$ cat config.mk
export PLATFORM = sky130hd
export DESIGN_NAME = deferred_call_deadline_table
export DESIGN_NICKNAME = d
export VERILOG_FILES = /design/src/rtl/core/dcdt_pkg.sv /design/src/rtl/core/dcdt_ram.sv /design/src/rtl/core/dcdt_front.sv /design/src/rtl/core/dcdt_back.sv /design/src/rtl/core/deferred_call_deadline_table.sv
export SDC_FILE = /design/constraint.sdc
export NUM_CORES = 2
export LEC_CHECK = 0
export BUFFER_PORTS_ARGS = -buffer_cell sky130_fd_sc_hd__clkbuf_2
export CAP_MARGIN = 20
export CORE_ASPECT_RATIO = 0.8
export CORE_MARGIN = 3
export CORE_UTILIZATION = 62
export CTS_CLUSTER_SIZE = 10
export DETAILED_ROUTE_END_ITERATION = 16
export PLACE_DENSITY = 0.76
export SLEW_MARGIN = 20
export SYNTH_ARGS = -nofsm -noshare
export SYNTH_HDL_FRONTEND = slang
export SYNTH_SLANG_ARGS = --single-unit
export TNS_END_PERCENT = 1
$ cat constraint.sdc
create_clock -name clk -period 9.12 [get_ports clk]
set_input_delay 1.368 -clock clk [delete_from_list [all_inputs] [get_ports clk]]
set_output_delay 1.368 -clock clk [all_outputs]
set_load 0.01 [all_outputs]
$ cat src/rtl/core/dcdt_pkg.sv
// ----------------------------------------------------------------------------
// dcdt_pkg
// Shared types for the deadline table: command kinds, the queued item, the queue head and back states.
// ----------------------------------------------------------------------------
`default_nettype none

package dcdt_pkg;

  typedef enum logic [1:0] {
    K_SCHED  = 2'd0,
    K_POLL   = 2'd1,
    K_CANCEL = 2'd2,
    K_NONE   = 2'd3
  } kind_t;

  // one item as it travels from front to back
  typedef struct packed {
    kind_t       kind;
    logic [15:0] task_id;
    logic [63:0] delay;
    logic [63:0] now_us;
  } item_t;

  // front-to-back queue head
  typedef struct packed {
    logic  valid;
    item_t item;
  } qhead_t;

  typedef enum logic [1:0] {
    ST_IDLE = 2'd0,
    ST_READ = 2'd1,
    ST_EVAL = 2'd2
  } bstate_t;

  localparam logic [63:0] ALL_ONES = 64'hFFFF_FFFF_FFFF_FFFF;

endpackage

`default_nettype wire

$ cat src/rtl/core/dcdt_ram.sv
// ----------------------------------------------------------------------------
// dcdt_ram
// Generic single-write, single-read RAM with registered read data.
// ----------------------------------------------------------------------------
`default_nettype none

module dcdt_ram #(
  parameter int WIDTH = 80,
  parameter int DEPTH = 16
) (
  input  wire logic                     clk,
  input  wire logic                     we,
  input  wire logic [$clog2(DEPTH)-1:0] waddr,
  input  wire logic [WIDTH-1:0]         wdata,
  input  wire logic [$clog2(DEPTH)-1:0] raddr,
  output logic      [WIDTH-1:0]         rdata
);

  logic [WIDTH-1:0] mem [DEPTH];

  always_ff @(posedge clk) begin
    if (we) begin
      mem[waddr] <= wdata;
    end
    rdata <= mem[raddr];
  end

endmodule

`default_nettype wire

$ cat src/rtl/core/dcdt_front.sv
// ----------------------------------------------------------------------------
// dcdt_front
// Accepts items, classifies the kind and holds them in a two-entry queue.
// ----------------------------------------------------------------------------
`default_nettype none

module dcdt_front (
  input  wire logic            clk,
  input  wire logic            rst_n,
  input  wire logic            start,
  output logic                 busy,
  input  wire logic [1:0]      in_kind,
  input  wire logic [15:0]     in_task_id,
  input  wire logic [63:0]     in_delay_us,
  input  wire logic [63:0]     in_now_us,
  output dcdt_pkg::qhead_t     q_head,
  input  wire logic            q_pop
);
  import dcdt_pkg::*;

  item_t      slot_r [2];
  logic       rd_r, rd_nxt;
  logic       wr_r, wr_nxt;
  logic [1:0] cnt_r, cnt_nxt;
  logic       push;
  item_t      item_in;

  // classify incoming kind
  always_comb begin
    item_in.task_id = in_task_id;
    item_in.delay   = in_delay_us;
    item_in.now_us  = in_now_us;
    item_in.kind    = kind_t'(in_kind);
  end

  assign busy = (cnt_r == 2'd2);
  assign push = start && !busy;
  assign q_head.valid = (cnt_r != 2'd0);
  assign q_head.item  = slot_r[rd_r];

  // queue pointers
  always_comb begin
    rd_nxt  = rd_r;
    wr_nxt  = wr_r;
    cnt_nxt = cnt_r;
    if (push) begin
      wr_nxt = ~wr_r;
    end
    if (q_pop && q_head.valid) begin
      rd_nxt = ~rd_r;
    end
    if (push && !(q_pop && q_head.valid)) begin
      cnt_nxt = cnt_r + 2'd1;
    end else if (!push && q_pop && q_head.valid) begin
      cnt_nxt = cnt_r - 2'd1;
    end
  end

  always_ff @(posedge clk) begin
    if (!rst_n) begin
      rd_r  <= 1'b0;
      wr_r  <= 1'b0;
      cnt_r <= 2'd0;
    end else begin
      rd_r  <= rd_nxt;
      wr_r  <= wr_nxt;
      cnt_r <= cnt_nxt;
    end
  end

  // queue storage
  always_ff @(posedge clk) begin
    if (push) begin
      slot_r[wr_r] <= item_in;
    end
  end

endmodule

`default_nettype wire

$ cat src/rtl/core/dcdt_back.sv
// ----------------------------------------------------------------------------
// dcdt_back
// Executes queued items against the table memory: append, scan and compact.
// ----------------------------------------------------------------------------
`default_nettype none

module dcdt_back #(
  parameter int TABLE_DEPTH = 16,
  parameter int TASK_BITS   = 16
) (
  input  wire logic                 clk,
  input  wire logic                 rst_n,
  input  wire dcdt_pkg::qhead_t     q_head,
  output logic                      q_pop,
  output logic                      res_valid,
  output logic                      res_accepted,
  output logic                      res_fired,
  output logic [TASK_BITS-1:0]      res_task,
  output logic [63:0]               res_sleep_us
);
  import dcdt_pkg::*;

  localparam int AW = $clog2(TABLE_DEPTH);
  localparam int CW = $clog2(TABLE_DEPTH + 1);
  localparam int EW = TASK_BITS + 64;

  bstate_t          state_r, state_nxt;
  item_t            cur_r, cur_nxt;
  logic [CW-1:0]    count_r, count_nxt;
  logic [CW-1:0]    i_r, i_nxt;
  logic [CW-1:0]    w_r, w_nxt;
  logic             fired_r, fired_nxt;
  logic [TASK_BITS-1:0] ftask_r, ftask_nxt;
  logic [63:0]      sleep_r, sleep_nxt;

  logic             ov_r, ov_nxt;
  logic             oacc_r, oacc_nxt;
  logic             ofired_r, ofired_nxt;
  logic [TASK_BITS-1:0] otask_r, otask_nxt;
  logic [63:0]      osleep_r, osleep_nxt;

  logic             we;
  logic [AW-1:0]    waddr, raddr;
  logic [EW-1:0]    wdata, rdata;

  logic [31:0]          tid_ext, cur_ext;
  logic [TASK_BITS-1:0] in_task, cur_task, rd_task;
  logic [63:0]      rd_due, diff;
  logic             expired, drop;
  logic [CW-1:0]    i_inc, w_inc;

  dcdt_ram #(.WIDTH(EW), .DEPTH(TABLE_DEPTH)) u_ram (
    .clk   (clk),
    .we    (we),
    .waddr (waddr),
    .wdata (wdata),
    .raddr (raddr),
    .rdata (rdata)
  );

  // handle in TASK_BITS
  assign tid_ext  = {16'd0, q_head.item.task_id};
  assign in_task  = tid_ext[TASK_BITS-1:0];
  assign cur_ext  = {16'd0, cur_r.task_id};
  assign cur_task = cur_ext[TASK_BITS-1:0];

  assign rd_due  = rdata[63:0];
  assign rd_task = rdata[64 +: TASK_BITS];
  assign diff    = rd_due - cur_r.now_us;
  assign expired = (cur_r.now_us >= rd_due);
  assign i_inc   = i_r + CW'(1);
  assign w_inc   = w_r + CW'(1);

  always_comb begin
    drop = 1'b0;
    case (cur_r.kind)
      K_POLL:   drop = !fired_r && expired;
      K_CANCEL: drop = (rd_task == cur_task);
      default:  drop = 1'b0;
    endcase
  end

  // sequencer
  always_comb begin
    state_nxt  = state_r;
    cur_nxt    = cur_r;
    count_nxt  = count_r;
    i_nxt      = i_r;
    w_nxt      = w_r;
    fired_nxt  = fired_r;
    ftask_nxt  = ftask_r;
    sleep_nxt  = sleep_r;
    ov_nxt     = 1'b0;
    oacc_nxt   = 1'b0;
    ofired_nxt = 1'b0;
    otask_nxt  = '0;
    osleep_nxt = '0;
    q_pop      = 1'b0;
    we         = 1'b0;
    waddr      = w_r[AW-1:0];
    wdata      = rdata;
    raddr      = i_r[AW-1:0];
    case (state_r)
      ST_IDLE: begin
        if (q_head.valid) begin
          q_pop   = 1'b1;
          cur_nxt = q_head.item;
          i_nxt   = '0;
          w_nxt   = '0;
          fired_nxt = 1'b0;
          ftask_nxt = '0;
          sleep_nxt = ALL_ONES;
          case (q_head.item.kind)
            K_SCHED: begin
              ov_nxt = 1'b1;
              if (count_r < CW'(TABLE_DEPTH)) begin
                we        = 1'b1;
                waddr     = count_r[AW-1:0];
                wdata     = {in_task, q_head.item.now_us + q_head.item.delay};
                count_nxt = count_r + CW'(1);
                oacc_nxt  = 1'b1;
              end
            end
            K_POLL: begin
              if (count_r == '0) begin
                ov_nxt     = 1'b1;
                osleep_nxt = ALL_ONES;
              end else begin
                state_nxt = ST_READ;
              end
            end
            K_CANCEL: begin
              if (count_r == '0) begin
                ov_nxt = 1'b1;
              end else begin
                state_nxt = ST_READ;
              end
            end
            default: begin
              ov_nxt = 1'b1;
            end
          endcase
        end
      end
      ST_READ: begin
        raddr     = i_r[AW-1:0];
        state_nxt = ST_EVAL;
      end
      ST_EVAL: begin
        raddr = i_inc[AW-1:0];
        i_nxt = i_inc;
        if (drop) begin
          if (cur_r.kind == K_POLL) begin
            fired_nxt = 1'b1;
            ftask_nxt = rd_task;
            sleep_nxt = '0;
          end
        end else begin
          we    = 1'b1;
          w_nxt = w_inc;
          if (cur_r.kind == K_POLL && !fired_r && diff < sleep_r) begin
            sleep_nxt = diff;
          end
        end
        if (i_inc == count_r) begin
          state_nxt = ST_IDLE;
          count_nxt = w_nxt;
          ov_nxt    = 1'b1;
          if (cur_r.kind == K_POLL) begin
            ofired_nxt = fired_nxt;
            otask_nxt  = ftask_nxt;
            osleep_nxt = sleep_nxt;
          end
        end
      end
      default: begin
        state_nxt = ST_IDLE;
      end
    endcase
  end

  always_ff @(posedge clk) begin
    if (!rst_n) begin
      state_r <= ST_IDLE;
      count_r <= '0;
      ov_r    <= 1'b0;
    end else begin
      state_r <= state_nxt;
      count_r <= count_nxt;
      ov_r    <= ov_nxt;
    end
  end

  // working and result payload
  always_ff @(posedge clk) begin
    cur_r    <= cur_nxt;
    i_r      <= i_nxt;
    w_r      <= w_nxt;
    fired_r  <= fired_nxt;
    ftask_r  <= ftask_nxt;
    sleep_r  <= sleep_nxt;
    oacc_r   <= oacc_nxt;
    ofired_r <= ofired_nxt;
    otask_r  <= otask_nxt;
    osleep_r <= osleep_nxt;
  end

  assign res_valid    = ov_r;
  assign res_accepted = oacc_r;
  assign res_fired    = ofired_r;
  assign res_task     = otask_r;
  assign res_sleep_us = osleep_r;

endmodule

`default_nettype wire

$ cat src/rtl/core/deferred_call_deadline_table.sv
// ----------------------------------------------------------------------------
// deferred_call_deadline_table
// Ordered table of pending tasks with due times: schedule, poll and cancel.
// ----------------------------------------------------------------------------
// Usage:
//   Input items are taken when start is high and busy is low. in_kind selects
//   schedule, poll or cancel; in_now_us is the current time.
//   Every item yields exactly one result, shown for one cycle with out_valid.
//   The receiver cannot stall; results leave in item order.
// Operation:
//   A front queue of two items decouples input from execution.
//   Schedule, unknown kinds, and poll or cancel on an empty table are
//   answered from the queue head through the registered result. Otherwise
//   poll and cancel go through a read state and then evaluate states that
//   scan and compact the single-read-port table memory one entry a cycle;
//   the back part takes no new item until that scan is done, while the
//   front queue keeps accepting items until it is full.
// Reset:
//   Synchronous active-low rst_n empties the table and the queue at once;
//   the table memory itself is not cleared.
// ----------------------------------------------------------------------------
`default_nettype none

module deferred_call_deadline_table #(
  parameter int TABLE_DEPTH = 16,
  parameter int TASK_BITS   = 16
) (
  input  wire logic        clk,
  input  wire logic        rst_n,
  input  wire logic        start,
  output logic             busy,
  input  wire logic [1:0]  in_kind,
  input  wire logic [15:0] in_task_id,
  input  wire logic [63:0] in_delay_us,
  input  wire logic [63:0] in_now_us,
  output logic             out_valid,
  output logic             out_accepted,
  output logic             out_fired,
  output logic [15:0]      out_fired_task,
  output logic [63:0]      out_sleep_us
);
  import dcdt_pkg::*;

  qhead_t               q_head;
  logic                 q_pop;
  logic [TASK_BITS-1:0] res_task;
  logic [31:0]          task_ext;

  dcdt_front u_front (
    .clk         (clk),
    .rst_n       (rst_n),
    .start       (start),
    .busy        (busy),
    .in_kind     (in_kind),
    .in_task_id  (in_task_id),
    .in_delay_us (in_delay_us),
    .in_now_us   (in_now_us),
    .q_head      (q_head),
    .q_pop       (q_pop)
  );

  dcdt_back #(.TABLE_DEPTH(TABLE_DEPTH), .TASK_BITS(TASK_BITS)) u_back (
    .clk          (clk),
    .rst_n        (rst_n),
    .q_head       (q_head),
    .q_pop        (q_pop),
    .res_valid    (out_valid),
    .res_accepted (out_accepted),
    .res_fired    (out_fired),
    .res_task     (res_task),
    .res_sleep_us (out_sleep_us)
  );

  // handle reported in 16 bits
  assign task_ext       = 32'(res_task);
  assign out_fired_task = task_ext[15:0];

endmodule

`default_nettype wire
==> results.cfg <==
[timing]
max_slew.worst_pin.slew_ns = 1.22
fin_crit_ns = 6.90
fin_tns_setup_ns = 0
finClkSkew_ns = 0.0667
hold_viol_final = 0
max-slew-margin-rel_pct = 17.9
drv_slew = 0
rsz0062_at_grt = no
clock.fmax_mhz = 145
setup_viol = 0
fin_crit_sh_pct = 75.6

[clocking]
cts.sinks = 1920
cts-resized-gates = 0
clkLatencyLatePin_ns = 0.83
cts_made_buffers = 211
cts_root_buf = clkbuf_16
cts_tree = built
clkSlewWorstSetupHoldPaths_ns = 0.06
cts_buffer_depth = 3
hold_buffers = 0
cts_setup_buffers = 0
cts_max_level = 4

[place]
hpwl_um = 127000
port_buffers = 232
gp_congestion = 0.957
dpl_cell_area_mm2 = 0.0845
dpl.cell_count = 6540

[logic_synthesis]
synth_edf_count = 1745
synth_fp_nets = 5059
synthArstFlopShare_pct = 0
synth_top_area_share_pct = 64.8
ys_top_cells_by_area = edfxtp_1 (65%), mux4_2 (11%), dfxtp_1 (4.3%)
ys_ff_latch = 1920
netlist_area_mm2 = 0.0808
synth_top_cell_by_area = edfxtp_1
synth_flop_cell = edfxtp_1
ys_types = 87
yosysWarnings = 0
syn_inst = 4710
syn_area_per_cell_um2 = 17.2
ys_seq_area_share_pct = 69.1

[worst_hold_path]
hold_path_class = flop to flop
worstHoldPathCells = 2
min-delay-start = u_back.ftask_r[13]
holdPathEnd = u_back.res_task[13]

[grt]
grt_usage_pct = 31.2
grt_antenna_before_repair = 13
grt_pass1_wl_um = 307000
grt_start_max_net_pins = 104
grt_pass1_vias = 45457
grt_overflow_total = 0

[route]
wl_per_cell_um = 30.3
drt-initial-drc-count = 6464
remaining_drc_errors = 0
firstDrtPassIters = 7
num_vias = 46440
drt-total-wl_um = 210000
ant_nets = 0
viasPerCell = 6.71

[layout]
final_cells = 6925
layout_commonest_cell = edfxtp_1
layout-drive-gt1-share_pct = 23.2
num-nets-final = 5381
nFillCells = 8081
final_area_mm2 = 0.0908
final_cell_mix = edfxtp_1 (1745), mux4_2 (400), clkbuf_2 (232)
area_growth_pct = 12.3

[critical_path]
reg2reg_depth = 12
r2r_setup_slack_ns = 2.22
critPathMaxStageDelay_ns = 0.99
worstReg2RegEnd = u_back.u_ram.mem[12][62]
cp_max_fo = 60
required_ns = 9.44
crit_path_cell_trace = buf_4 -> mux2_2 -> ha_1 -> nand2_1 -> or3_1 -> nor4_1 -> o31ai_1 -> a41oi_1 -> a21oi_2 -> o41ai_1 -> or4_1 -> nand3_1
cp-start-kind = flop
end_kind = flop
cp.arrival_ns = 7.22
criticalPathCategory = flop to flop
cpMaxStageDelayCell = o41ai_1

[die]
core_area_mm2 = 0.128
die_h_um = 329
core.rowCount = 117
die_x_um = 410
num_io_pins = 233
start_util_pct = 63.0
dieArea_mm2 = 0.135

[power]
irDropWorstVdd_v = 0.000262
p_leak_nw = 31.8
powerDensity_mw_per_mm2 = 354

[flow_run]
drv_cap = 0

[status]
status = finished, final reports clean
[sequential cells by signal, summed over array words and instances, names as in the netlist, 2 cells and up, named ones only]
register             cells
u_back.u_ram.mem      1280
u_front.slot_r         292
u_back.u_ram.rdata      80
u_back.cur_r            66
u_back.res_sleep_us     64
u_back.sleep_r          64
u_back.cur_task         16
u_back.ftask_r          16
u_back.res_task         16
u_back.count_r           5
u_back.i_r               5
u_back.w_r               5
u_back.state_r           2
u_front.cnt_r            2
[kinds of logic after synthesis]
family                   synth area share [%]
flip-flops                               69.1
AO/OA/AOI/OAI                            6.17
AND/OR/NAND/NOR                          3.91
multiplexers                             14.2
buffers and inverters                    1.98
adder cells (fa/ha/maj)                  3.11
XOR/XNOR                                 1.52
[worst max-delay path: cells and delay by family (launching register included)]
family                     cells  cell delay [ns]
AOI/OAI and AO/OA              4             2.07
and+or+nand+nor                5             1.76
DFF                            1             0.91
buffers and inverters          1             0.59
muxes                          1             0.46
adders and majority gates      1             0.45
[stage by stage]
| step | utilization (%) | total power, mW | hold WS (ns) | worst slack, ns |
|---|---|---|---|---|
| final | 70.7 | 32.2 | 0.522 | 2.22 |
| after global routing | 70.7 | 33.6 | 0.547 | 2.07 |
| after CTS | 70.6 | 31.9 | 0.515 | 2.52 |
| after detailed placement | 65.8 | 24.2 | 0.491 | 2.60 |
| after global placement | 65.8 | 24.1 | 0.494 | 2.66 |
| after floorplan | - | 20.3 | 0.461 | 0.923 |
[worst max-delay path by stage]
stage	startpoint	endpoint	slack (ns)	depth (start not counted)
final	flop	u_back.u_ram.mem[12][62]	2.22	12
after global routing	flop	u_back.u_ram.mem[12][62]	2.07	12
after CTS	flop	u_back.u_ram.mem[11][59]	2.52	12
after detailed placement	flop	u_back.u_ram.mem[10][59]	2.60	12
after global placement	u_back.cur_r[1]	u_back.res_sleep_us[63]	2.66	21
after floorplan	start	u_front.slot_r[0][0]	0.92	2
[power by group]
group          internal [mW]  switching (mW)
sequential              11.7           0.539
clock                   4.36            3.31
combinational           4.43            7.83
total                   20.5            11.7
[area by class of cell]
type / instances / area (µm²) / area share (%)
Inverter: 179 / 672 / 0.740
Antenna cell: 4 / 10.0 / 0.0110
Sequential cell: 1920 / 55900 / 61.6
Tap cell: 1725 / 2160 / 2.38
Clock inverter: 14 / 218 / 0.240
Multi-Input combinational cell: 2376 / 23700 / 26.1
Timing Repair Buffer: 344 / 2220 / 2.44
Clock buffer: 363 / 5900 / 6.50
[cells in the mapped netlist, drive strengths merged, types with 9 or more instances]
| library cell | instances |
|---|---|
| nand2 | 209 |
| edfxtp | 1745 |
| o21bai | 25 |
| nor4 | 18 |
| a21oi | 176 |
| a22oi | 12 |
| o21ai | 201 |
| ha | 198 |
| o21a | 26 |
| clkbuf | 161 |
| and2 | 16 |
| and3 | 19 |
| buf | 74 |
| o22ai | 9 |
| nand2b | 21 |
| o31ai | 31 |
| nand3 | 60 |
| a31oi | 23 |
| xor2 | 64 |
| and4 | 10 |
| nand4 | 51 |
| a211oi | 21 |
| dfxtp | 175 |
| nor3 | 33 |
| mux2 | 157 |
| or2 | 9 |
| nor2b | 18 |
| mux2i | 67 |
| mux4 | 400 |
| o211ai | 19 |
| nor2 | 163 |
| a221o | 60 |
| xnor2 | 76 |
| inv | 179 |
| or3 | 13 |
| a21o | 80 |
[routing by layer]
layer  vias to the layer above  global-route usage (%)  share of wire [%]
met2                      2845                    46.6                 46
met5                         -                       0              0.020
met4                         6                    8.93                2.5
li1                      19498                       -                  -
met1                     23735                    46.6                 40
met3                       356                    7.88                 12
Power figures use the tool's default switching activity.
